**src/rtl/psov_pkg.sv**
```systemverilog
// Package for the prefix scan with overflow block.
// Holds the input and result word types and the status codes.
// No dependencies.
package psov_pkg;

	localparam int unsigned ValueWidth = 32;
	localparam int unsigned IndexWidth = 32;
	localparam int unsigned TotalWidth = 33;

	localparam logic STATUS_OK       = 1'b0;
	localparam logic STATUS_OVERFLOW = 1'b1;

	localparam logic MODE_EXCLUSIVE = 1'b0;
	localparam logic MODE_INCLUSIVE = 1'b1;

	typedef struct packed {
		logic [ValueWidth-1:0] value;
		logic                  last;
	} item_word_t;

	typedef struct packed {
		logic [ValueWidth-1:0] prefix;
		logic [IndexWidth-1:0] position;
		logic                  status;
		logic [TotalWidth-1:0] total;
		logic                  end_of_run;
	} result_word_t;

endpackage

```
**src/rtl/prefix_scan_with_overflow.sv**
```systemverilog
// Top level of the streaming prefix scan with overflow detection.
// Holds the input register, sequence state, result register and checks.
// Depends on psov_pkg and psov_step.
//
// Usage:
//   Words enter on item/item_valid/item_stall; a word is taken at an edge where
//   item_valid is high and item_stall is low. Results leave on
//   result/result_valid/result_stall under the same rule. Each word gives zero or
//   one result: words after an overflow in a sequence are dropped up to and
//   including the one marked last, which clears the running sum and index.
//   cfg_we/cfg_data write scan_mode (0 exclusive, 1 inclusive); write it only
//   while no word is in flight.
//   A taken word passes the input register and then the result register.
//   Throughput: one word per cycle while the receiver does not stall, set by
//   the single add and carry check between the input and result registers.
//   When the receiver stalls, the result register holds and the input register
//   still takes one more word; item_stall rises only when both are full.
//   Reset clears the sequence state, the mode and both valid flags.
module prefix_scan_with_overflow #(
	parameter int unsigned VALUE_BITS = 32
) (
	input  logic                   clk,
	input  logic                   arst_n,
	input  logic                   cfg_we,
	input  logic                   cfg_data,
	input  logic                   item_valid,
	output logic                   item_stall,
	input  psov_pkg::item_word_t   item,
	output logic                   result_valid,
	input  logic                   result_stall,
	output psov_pkg::result_word_t result
);

	psov_pkg::item_word_t   item_s1;
	logic                   item_valid_s1;
	psov_pkg::result_word_t result_q;
	logic                   result_valid_q;
	logic                   mode_q;

	logic [VALUE_BITS-1:0]             sum_q;
	logic [psov_pkg::IndexWidth-1:0]   index_q;
	logic                              ovf_q;

	logic                              emit;
	psov_pkg::result_word_t            step_result;
	logic [VALUE_BITS-1:0]             sum_d;
	logic [psov_pkg::IndexWidth-1:0]   index_d;
	logic                              ovf_d;

	logic advance;
	logic fire;

	assign advance      = !result_valid_q || !result_stall;
	assign fire         = item_valid_s1 && advance;
	assign item_stall   = item_valid_s1 && !advance;
	assign result_valid = result_valid_q;
	assign result       = result_q;

	psov_step #(
		.VALUE_BITS(VALUE_BITS)
	) u_step (
		.word     (item_s1),
		.scan_mode(mode_q),
		.sum_q    (sum_q),
		.index_q  (index_q),
		.ovf_q    (ovf_q),
		.emit     (emit),
		.result   (step_result),
		.sum_d    (sum_d),
		.index_d  (index_d),
		.ovf_d    (ovf_d)
	);

	always_ff @(posedge clk or negedge arst_n) begin
		if (!arst_n) begin
			mode_q <= psov_pkg::MODE_EXCLUSIVE;
		end else if (cfg_we) begin
			mode_q <= cfg_data;
		end
	end

	always_ff @(posedge clk or negedge arst_n) begin
		if (!arst_n) begin
			item_valid_s1 <= 1'b0;
		end else if (!item_stall) begin
			item_valid_s1 <= item_valid;
		end
	end

	always_ff @(posedge clk) begin
		if (!item_stall && item_valid) begin
			item_s1 <= item;
		end
	end

	always_ff @(posedge clk or negedge arst_n) begin
		if (!arst_n) begin
			sum_q   <= '0;
			index_q <= '0;
			ovf_q   <= 1'b0;
		end else if (fire) begin
			sum_q   <= sum_d;
			index_q <= index_d;
			ovf_q   <= ovf_d;
		end
	end

	always_ff @(posedge clk or negedge arst_n) begin
		if (!arst_n) begin
			result_valid_q <= 1'b0;
		end else if (advance) begin
			result_valid_q <= fire && emit;
		end
	end

	always_ff @(posedge clk) begin
		if (fire) begin
			result_q <= step_result;
		end
	end

	// An overflow result always closes the run and carries a zero prefix.
	a_overflow_ends_run: assert property (@(posedge clk) disable iff (!arst_n)
		result_valid && result.status == psov_pkg::STATUS_OVERFLOW
		|-> result.end_of_run && result.prefix == '0)
		else $error("overflow result without end of run or with nonzero prefix");

	// A successful result never has a total past the value range.
	a_ok_total_fits: assert property (@(posedge clk) disable iff (!arst_n)
		result_valid && result.status == psov_pkg::STATUS_OK
		|-> result.total[VALUE_BITS] == 1'b0)
		else $error("successful result with a carried total");

	// Words dropped after an overflow never produce a result.
	a_dropped_silent: assert property (@(posedge clk) disable iff (!arst_n)
		fire && ovf_q |=> !result_valid)
		else $error("result produced for a dropped word");

	// The input side only stalls when the input register holds a word.
	a_stall_needs_word: assert property (@(posedge clk) disable iff (!arst_n)
		item_stall |-> item_valid_s1 && result_valid_q)
		else $error("input stalled with room available");

endmodule

```
**src/rtl/psov_step.sv**
```systemverilog
// Combinational scan step: one add and carry check against the running sum.
// Produces the result word and the next sequence state for one item.
// Depends on psov_pkg.
module psov_step #(
	parameter int unsigned VALUE_BITS = 32
) (
	input  psov_pkg::item_word_t          word,
	input  logic                          scan_mode,
	input  logic [VALUE_BITS-1:0]         sum_q,
	input  logic [psov_pkg::IndexWidth-1:0] index_q,
	input  logic                          ovf_q,
	output logic                          emit,
	output psov_pkg::result_word_t        result,
	output logic [VALUE_BITS-1:0]         sum_d,
	output logic [psov_pkg::IndexWidth-1:0] index_d,
	output logic                          ovf_d
);

	logic [VALUE_BITS-1:0] operand;
	logic [VALUE_BITS:0]   sum;
	logic                  carry;

	assign operand = word.value[VALUE_BITS-1:0];
	assign sum     = {1'b0, sum_q} + {1'b0, operand};
	assign carry   = sum[VALUE_BITS];

	always_comb begin
		emit              = !ovf_q;
		result.position   = index_q;
		result.total      = psov_pkg::TotalWidth'(sum);
		if (carry) begin
			result.prefix     = '0;
			result.status     = psov_pkg::STATUS_OVERFLOW;
			result.end_of_run = 1'b1;
		end else begin
			result.status     = psov_pkg::STATUS_OK;
			result.end_of_run = word.last;
			if (scan_mode == psov_pkg::MODE_INCLUSIVE) begin
				result.prefix = psov_pkg::ValueWidth'(sum[VALUE_BITS-1:0]);
			end else begin
				result.prefix = psov_pkg::ValueWidth'(sum_q);
			end
		end
	end

	// The last word of a sequence always clears the state, whatever else happened.
	always_comb begin
		sum_d   = sum_q;
		index_d = index_q;
		ovf_d   = ovf_q;
		if (word.last) begin
			sum_d   = '0;
			index_d = '0;
			ovf_d   = 1'b0;
		end else if (!ovf_q) begin
			if (carry) begin
				ovf_d = 1'b1;
			end else begin
				sum_d   = sum[VALUE_BITS-1:0];
				index_d = index_q + 1'b1;
			end
		end
	end

endmodule
```
**config.mk**
```make
export PLATFORM = sky130hd
export DESIGN_NAME = prefix_scan_with_overflow
export DESIGN_NICKNAME = d
export VERILOG_FILES = /design/src/rtl/psov_pkg.sv /design/src/rtl/prefix_scan_with_overflow.sv /design/src/rtl/psov_step.sv
export SDC_FILE = /design/constraint.sdc
export NUM_CORES = 1
export LEC_CHECK = 0
export ABC_AREA = 1
export BUFFER_PORTS_ARGS = -buffer_cell sky130_fd_sc_hd__buf_2
export CAP_MARGIN = 30
export CORE_MARGIN = 8
export CORE_UTILIZATION = 40
export DETAILED_ROUTE_END_ITERATION = 6
export SLEW_MARGIN = 10
export SYNTH_ARGS = -nofsm -noshare
export SYNTH_HDL_FRONTEND = slang
export SYNTH_SLANG_ARGS = --single-unit
```
**constraint.sdc**
```tcl
create_clock -name clk -period 6.3 [get_ports clk]
set_clock_uncertainty 0.15 [all_clocks]
set_input_delay 0 -clock clk [delete_from_list [all_inputs] [get_ports clk]]
set_output_delay 0 -clock clk [all_outputs]
set_load 0.05 [all_outputs]
```
Word level (Yosys, flattened, before mapping)
Index checks and enable logic that the tools add are counted.
{"block": "classes", "n_addsub": 2, "n_eq_ne": 2, "n_mux": 10, "n_reduce_logical": 11}
{"cell": "2-to-1 mux 32 bit", "count": 7}
{"cell": "adder 32 x 32 -> 33 bit", "count": 1}
{"cell": "adder 32 x 1 -> 32 bit, second input constant", "count": 1}
{"cell": "logical NOT 1 bit", "count": 5}
{"cell": "logical AND 1 bit", "count": 4}
{"cell": "!= test 2 bit, second input constant", "count": 2}
{"cell": "2-to-1 mux 1 bit", "count": 3}
{"cell": "AND reduction 3 bit", "count": 1}
{"cell": "logical OR 1 bit", "count": 1}
{"block": "totals", "ff_bits": 200, "inputBits": 39, "out_inout_bits": 101, "elab_cells": 38}

Logic depth before layout (Yosys ltp)
Gate-level depths: netlist of run 1.
{"block": "depth", "ltp_word": 6, "depth_mapped": 18}

Cells and area by module
A second synthesis of run 1 with hierarchy kept.
{"block": "unflattened", "cells_unflattened": 1399, "area_unflattened_um2": 11443.5}
{"module": "prefix_scan_with_overflow", "instances": 1, "cells_per_inst": 431, "area_each_um2": 6678.9, "seq_area_each_um2": 5665.4}
{"module": "psov_step", "instances": 1, "cells_per_inst": 968, "area_each_um2": 4764.6, "seq_area_each_um2": 0.0}

Least setup slack after synthesis of run 1
Ideal clock, no wire load.
{"block": "synth_path", "path_type": "register -> register", "start": "register result_valid_q, in the netlist result_valid", "end": "register ovf_q", "setup_time_ns": 0.135, "t_arrival_ns": 6.361, "t_required_ns": 6.015, "slack_ns": -0.346, "stages_incl_launch_ff": 8, "n_path_buf": 1, "period_less_slack_ns": 6.646, "path_cell_list": "dfrtp_1 nand2_1 inv_1 nor2_1 inv_1 a21oi_4 buf_4 a21oi_1"}
{"block": "synth_between", "elab_chain_cells": 3}
{"element": "start, declared", "line_no": "prefix_scan_with_overflow.sv:37", "rtl": "logic result_valid_q;"}
{"element": "start signal, assigned", "line_no": "prefix_scan_with_overflow.sv:112", "rtl": "result_valid_q <= fire && emit;"}
{"element": "logical NOT 1 bit", "line_no": "prefix_scan_with_overflow.sv:53", "rtl": "assign advance = !result_valid_q || !result_stall;"}
{"element": "logical OR 1 bit", "line_no": "prefix_scan_with_overflow.sv:53"}
{"element": "logical AND 1 bit", "line_no": "prefix_scan_with_overflow.sv:54", "rtl": "assign fire = item_valid_s1 && advance;"}
{"element": "named net fire", "line_no": "prefix_scan_with_overflow.sv:51", "rtl": "logic fire;"}
{"element": "end signal, assigned", "line_no": "prefix_scan_with_overflow.sv:104", "rtl": "ovf_q <= ovf_d;"}
{"element": "end, declared", "line_no": "prefix_scan_with_overflow.sv:42", "rtl": "logic ovf_q;"}
The timed path passes the listed nets, and every way through them passes these cells.
A chain may end at the register's enable or synchronous reset.

Final worst setup path of run 1
{"block": "layout_path", "start": "register sum_q[0]", "end": "register index_q[19] in the netlist's numbering"}
{"block": "layout_between", "elab_chain_cells": 3}
{"element": "start, declared", "line_no": "prefix_scan_with_overflow.sv:40", "rtl": "logic [VALUE_BITS-1:0] sum_q;"}
{"element": "start signal, assigned", "line_no": "prefix_scan_with_overflow.sv:102", "rtl": "sum_q <= sum_d;"}
{"element": "adder 32 x 32 -> 33 bit", "line_no": "psov_step.sv:24", "rtl": "assign sum = {1'b0, sum_q} + {1'b0, operand};"}
{"element": "!= test 2 bit (no line)"}
{"element": "AND reduction 3 bit (no line)"}
{"element": "end signal, assigned", "line_no": "prefix_scan_with_overflow.sv:103", "rtl": "index_q <= index_d;"}
{"element": "end, declared", "line_no": "prefix_scan_with_overflow.sv:41", "rtl": "logic [psov_pkg::IndexWidth-1:0] index_q;"}
Every way passes these cells.

==> results of run 1 <==
[layout make-up]
type                       count  area, µm²
tap                          335        419
fill                        2555      13400
sequential                   199       5640
clock inverter                11       98.8
inverter                     190        713
multi-input combinational    876       4100
clock buffer                  21        492
timing repair buffer         187       1180
[metrics by stage]
stage | hold WS (ps) | utilization | power (mW) | cell area [µm²]
after floorplan | -446 | - | 4.24 | 10600
after global placement | 27.1 | 0.446 | 4.92 | 11600
after detailed placement | 28.1 | 0.447 | 4.97 | 11700
after CTS | 94.1 | 0.485 | 6.10 | 12600
after global routing | 48.1 | 0.485 | 6.43 | 12600
final | -19.9 | 0.485 | 6.03 | 12600
[synth_stat cells (2+ instances only)]
library cell  count  area (µm²)
nand3_1          39         195
clkbuf_1         14        52.6
buf_2             9        45.0
nand4_1          18         113
xnor2_1           2        17.5
o21ai_0          75         375
nand2_4           2        22.5
nor3_1           14        70.1
edfxtp_1        131        3930
buf_6             2        22.5
nand2_1         470        1760
inv_1           183         687
xor2_1           26         228
o21bai_1          3        22.5
nor2_1          138         518
inv_2             3        11.3
dfrtp_1          68        1700
nand2_2           3        18.8
and2_1            5        31.3
clkinv_1          4        15.0
buf_4             2        15.0
ha_1             33         413
nand3b_1          4        30.0
a21oi_1          32         160
or2_2             3        18.8
[sequential cells by signal, summed over array words and instances (netlist names)]
name,cells
index_q,32
item_s1,33
item_valid_s1,1
mode_q,1
ovf_q,1
result,98
result_valid,1
sum_q,32
[cells by family after synthesis]
group / after synthesis
AO/OA/AOI/OAI: 116
XOR/XNOR: 28
adder cells (fa/ha/maj): 34
buffers and inverters: 218
flip-flops: 199
AND/OR/NAND/NOR: 698
[layer usage]
layer	vias up	track usage
met5	-	0
met4	0	0.0437
met3	24	0.0295
met2	211	0.292
met1	3926	0.245
li1	4436	-
[power breakdown]
group,switching [mW],total [mW],internal (mW)
registers,0.157,2.06,1.90
clock network,0.527,1.10,0.575
logic,2.20,2.87,0.677
[final timing paths]
| check | endpoint | slack (ps) |
|---|---|---|
| setup / recovery | index_q[19] | 3120 |
| hold / removal | index_q[10] | -20 |
| setup reg to reg | index_q[19] | 3120 |
| hold reg to reg | result[36] | 360 |
| max in group asynchronous | sum_q[7] | 5430 |
| min in group clk | item_s1[19] | 110 |
[critical path: stages, from the launching register on]
cell and delay (ps):
dfrtp_1 370, ha_1 200, inv_1 60, fa_1 390
inv_1 110, nand2_1 60, nand2_1 100, nand3_1 90
nand2_2 100, nand2_1 60, nand2_2 80, nand2_2 70
nand2_4 330, nand2_4 80, nand3_4 330, buf_16 310
o21ai_0 130
[layout by cell type, fill, tap and decap left out, types with 2 or more instances in the layout]
master	instances
nand2_1	470
inv_1	183
buf_2	139
nor2_1	137
edfxtp_1	131
o21ai_0	75
dfrtp_1	68
nand3_1	39
dlygate4sd3_1	38
ha_1	33
a21oi_1	32
xor2_1	26
nand4_1	18
clkbuf_16	18
nor3_1	14
buf_4	8
and2_1	5
clkinv_1	4
nand3b_1	4
or2_2	3
o21bai_1	3
inv_2	3
nand2_2	3
clkbuf_8	3
inv_6	3
inv_8	3
xnor2_1	2
nand2_4	2
clkinv_4	2
clkinvlp_4	2
[repair_timing]
item	CTS	global route
endpoints found under the hold margin	104	0
gates resized for setup	0	0
hold buffers	38	0
==> impl_metrics.yaml, run 1 <==
outcome:
  status: "finished with violations"
  failed_checks: "hold timing"
critical_path:
  worst-r2r-cell-count: 16
  cp.arrival_ps: 3340
  setup.worst_path.start: "sum_q[0]"
  endpoint_kind: "register"
  required_ps: 6460
  critPathLaunchType: "register"
  critPathKind: "reg -> reg"
  reg2reg_from: "sum_q[0]"
  cp_max_fo: 72
sta:
  maxSlewHeadroom: 0.434
  final_hold_viol_count: 9
  period_needed_ps: 3180
  finalMaxSlewViolations: 0
  finalCritPeriodShare: 0.505
  max_freq_mhz: 314
  tightest_slew_ps: 843
  layout_setup_ws_ps: 3120
  rsz0062_at_grt: "false"
  tns_ps: 0
  setup_viol: 0
  fin_hold_ws_ps: -19.9
grt:
  grt_pass1_wl_um: 44900
  track_usage: 0.179
  grt_start_max_net_pins: 73
  grt_pass1_vias: 8419
  grt_overflow: 0
  antenna_found_initial: 0
layout:
  drive_above_1_share: 0.133
  area_delta_synth_final_pct: 19.4
  diodes: 0
  finalNonFillerCells: 1819
  fin_nets: 1544
routing:
  wl_met3_um: 1440
  drc: 0
  num_vias: 8597
  top_layer: "met4"
  wl_per_cell_um: 15.3
  wl_met1_um: 13400
  drt_iter0_markers: 624
  ant_nets: 0
  wirelength_um: 27800
  dr_wl_met2_um: 12700
  drtPass1Iterations: 5
  via_per_inst: 4.73
clock_tree:
  cts_buffers: 17
  clockBufferDepth: 2
  h-tree-depth: 4
  cts_tree: "done"
  cts_setup_buffers: 0
  cts_sinks: 199
  root_buffer: "clkbuf_16"
  path_clk_slew_ps: 80
  insertion_delay_ps: 440
pwr:
  leakage_nw: 6.15
  vdd_drop_max_mv: 0.280
  p_per_area_nw_per_um2: 477
floorplan:
  die_h_um: 179
  die_w_um: 179
  start_util: 0.407
  io_pins: 140
  core-area_um2: 26100
  die_area_um2: 32000
  floorplan.rows: 59
yosys:
  avgSynthCellArea_um2: 8.19
  synth_fp_nets: 1366
  yosysWarnings: 0
  synth_flop_cell: "edfxtp_1"
  synth-compound-area-share: 0.0579
  ys_seq_area_frac: 0.532
  synthArstFlopShare: 0.342
  syn-instance-count: 1293
  synth_area_um2: 10600
  synth_top_family_by_area: "simple AND/OR/NAND/NOR gates"
  synthAdderAreaFrac: 0.0409
  synth_cell_types: 35
  synth-simple-area-share: 0.265
  synth_edf_count: 131
  synth-seq-cells: 199
  synth_mux_area_frac: 0
  synth_xor_area_frac: 0.0231
place:
  numPortBuffers: 139
  dpl.cell_count: 1748
  dp_slack_ps: 3120
  dp_hpwl_um: 20500
  routabilityCongestion: 0.887
flow_run:
  max-cap-violations: 0
worst_hold_path:
  hold_path_class: "in -> async"
Power figures use the tool's default switching activity.
==> run 2: changes to the inputs <==
==> constraint.sdc (replaced) <==
create_clock -name clk -period 3 [get_ports clk]
set_clock_uncertainty 0.15 [all_clocks]
set_input_delay 0 -clock clk [delete_from_list [all_inputs] [get_ports clk]]
set_output_delay 0 -clock clk [all_outputs]
set_load 0.05 [all_outputs]
==> run 2 against run 1 <==
  * The run now ends clean
  * Via count is 1.2% higher
  * Sequential cell count stayed put
  * Design area is 0.70% higher
  * Worst hold slack better by 130 ps
  * Critical endpoint is now sum_q[8]
  * Largest power group unchanged
==> impl_metrics.yaml, run 2 (synthesis results as in run 1) <==
clock_tree:
  cts_sinks: 199
  cts_tree: "done"
  cts_setup_buffers: 0
  cts_buffers: 17
  clockBufferDepth: 2
  h-tree-depth: 4
  insertion_delay_ps: 440
  path_clk_slew_ps: 80
  root_buffer: "clkbuf_16"
sta:
  maxSlewHeadroom: 0.555
  final_hold_viol_count: 0
  rsz0062_at_grt: "false"
  finalCritPeriodShare: 0.933
  max_freq_mhz: 357
  tightest_slew_ps: 667
  tns_ps: 0
  period_needed_ps: 2800
  finalMaxSlewViolations: 0
  setup_viol: 0
floorplan:
  die_area_um2: 32000
  io_pins: 140
  die_h_um: 179
  floorplan.rows: 59
  start_util: 0.407
  die_w_um: 179
  core-area_um2: 26100
grt:
  grt_pass1_wl_um: 44300
  grt_overflow: 0
  grt_pass1_vias: 8406
  grt_start_max_net_pins: 85
  track_usage: 0.178
  antenna_found_initial: 0
pwr:
  swShare: 0.484
  vdd_drop_max_mv: 0.645
  p_per_area_nw_per_um2: 998
  leakage_nw: 6.18
  p_comb_frac: 0.478
  p_int_mw: 6.56
  clockPowerShare: 0.180
  switching_power_mw: 6.15
  seq_power_share: 0.342
  power_mw: 12.7
critical_path:
  critPathLaunchType: "register"
  regToRegSetupSlack_ps: 200
  critPathKind: "reg -> reg"
  cp_max_fo: 84
  reg2reg_from: "sum_q[0]"
  cp.arrival_ps: 3000
  endpoint_kind: "register"
  worst-r2r-cell-count: 17
  required_ps: 3200
  r2r-end: "sum_q[8]"
flow_run:
  max-cap-violations: 0
layout:
  final_common_cell: "nand2_1"
  diodes: 0
  fin_nets: 1552
  area_delta_synth_final_pct: 20.2
  final_cell_mix: "nand2_1, inv_1, buf_2"
  largest_reg_flops: 98
  fillerInstances: 2538
  finalInstanceArea_um2: 12700
  drive_above_1_share: 0.138
routing:
  wl_per_cell_um: 15.2
  via_per_inst: 4.76
  drtPass1Iterations: 5
  num_vias: 8701
  drt_iter0_markers: 620
  wirelength_um: 27700
  ant_nets: 0
  drc: 0
place:
  numPortBuffers: 139
  routabilityCongestion: 0.887
  dp_hpwl_um: 20700
  dpl_cell_area_um2: 11700
outcome:
  status: "finished clean"
worst_hold_path:
  hold_path_class: "in -> reg"
  whs_endpoint: "item_s1[16]"
  whs_path_depth: 2
  worstHoldStart: "item[16]"
[run 2: changes by cell type in the layout (fill, tap and decap cells not counted), moves of 3 or more]
| cell | before | now |
|---|---|---|
| o21ai_0 | 75 | 61 |
| clkinv_8 | 0 | 3 |
| clkbuf_8 | 3 | 0 |
| buf_4 | 8 | 11 |
| dlygate4sd3_1 | 38 | 42 |
| o21ai_1 | 0 | 14 |
[run 2: how the worst max path moves through the flow]
stage | startpoint | depth (start not counted) | to
after global routing | sum_q[0] | 17 | sum_q[10]
after global placement | sum_q[0] | 16 | sum_q[0]
after detailed placement | sum_q[0] | 16 | sum_q[9]
after floorplan | result_valid | 7 | ovf_q
final | sum_q[0] | 17 | sum_q[8]
after CTS | sum_q[0] | 17 | sum_q[8]
[run 2: stage by stage]
step                hold slack [ps]  instances  utilization  setup WS [ps]
floorplan                      -446       1293            -           -233
global placement               26.1       1752        0.449            308
detailed placement             28.0       1752        0.449            179
CTS                            90.6       1825        0.487            158
global route                   99.2       1827        0.489           21.1
finish                          111       1827        0.489            201
[run 2: routing by layer]
layer | routed length, µm | vias to the layer above | share of wire | GRT usage
li1 | - | 4467 | - | -
met1 | 13000 | 3979 | 0.47 | 0.242
met2 | 12800 | 227 | 0.46 | 0.288
met3 | 1500 | 28 | 0.054 | 0.0322
met4 | 394 | 0 | 0.014 | 0.0465
met5 | 0 | - | 0 | 0
[run 2: critical path, stage by stage, from the launching register on]
cell and delay [ps]:
dfrtp_1 370, ha_2 200, inv_1 50, fa_1 410, inv_2 90, nand2_1 50, nand2_1 100, nand3_1 90
nand2_2 100, nand2_1 70, nand2_2 80, nand2_2 90, nand2_8 150, nand2_4 70, nand3_4 110, buf_16 250
nand2_1 110, o21ai_0 100
[run 2: what timing repair did]
item / 4_1_cts / 5_1_grt
endpoints found under the setup margin: 0 / 41
hold buffers: 41 / 1
gates resized for setup: 0 / 4
endpoints found under the hold margin: 75 / 3
[run 2: area by class of cell]
cell class	instances	area, µm²	share of cell area
Clock inverter	15	156	0.0123
Timing Repair Buffer	195	1270	0.0994
Tap cell	335	419	0.0329
Multi-Input combinational cell	876	4120	0.323
Clock buffer	17	425	0.0334
Inverter	190	713	0.0560
Sequential cell	199	5640	0.443
[run 2: power by group through the flow]
stage / Combinational [mW] / Sequential (mW) / Clock, mW
after global placement: 6.00 / 4.40 / 0
after CTS: 6.11 / 4.36 / 2.34
after global routing: 6.69 / 4.44 / 2.42
after floorplan: 2.67 / 6.26 / 0
after detailed placement: 6.04 / 4.41 / 0
final: 6.08 / 4.35 / 2.28
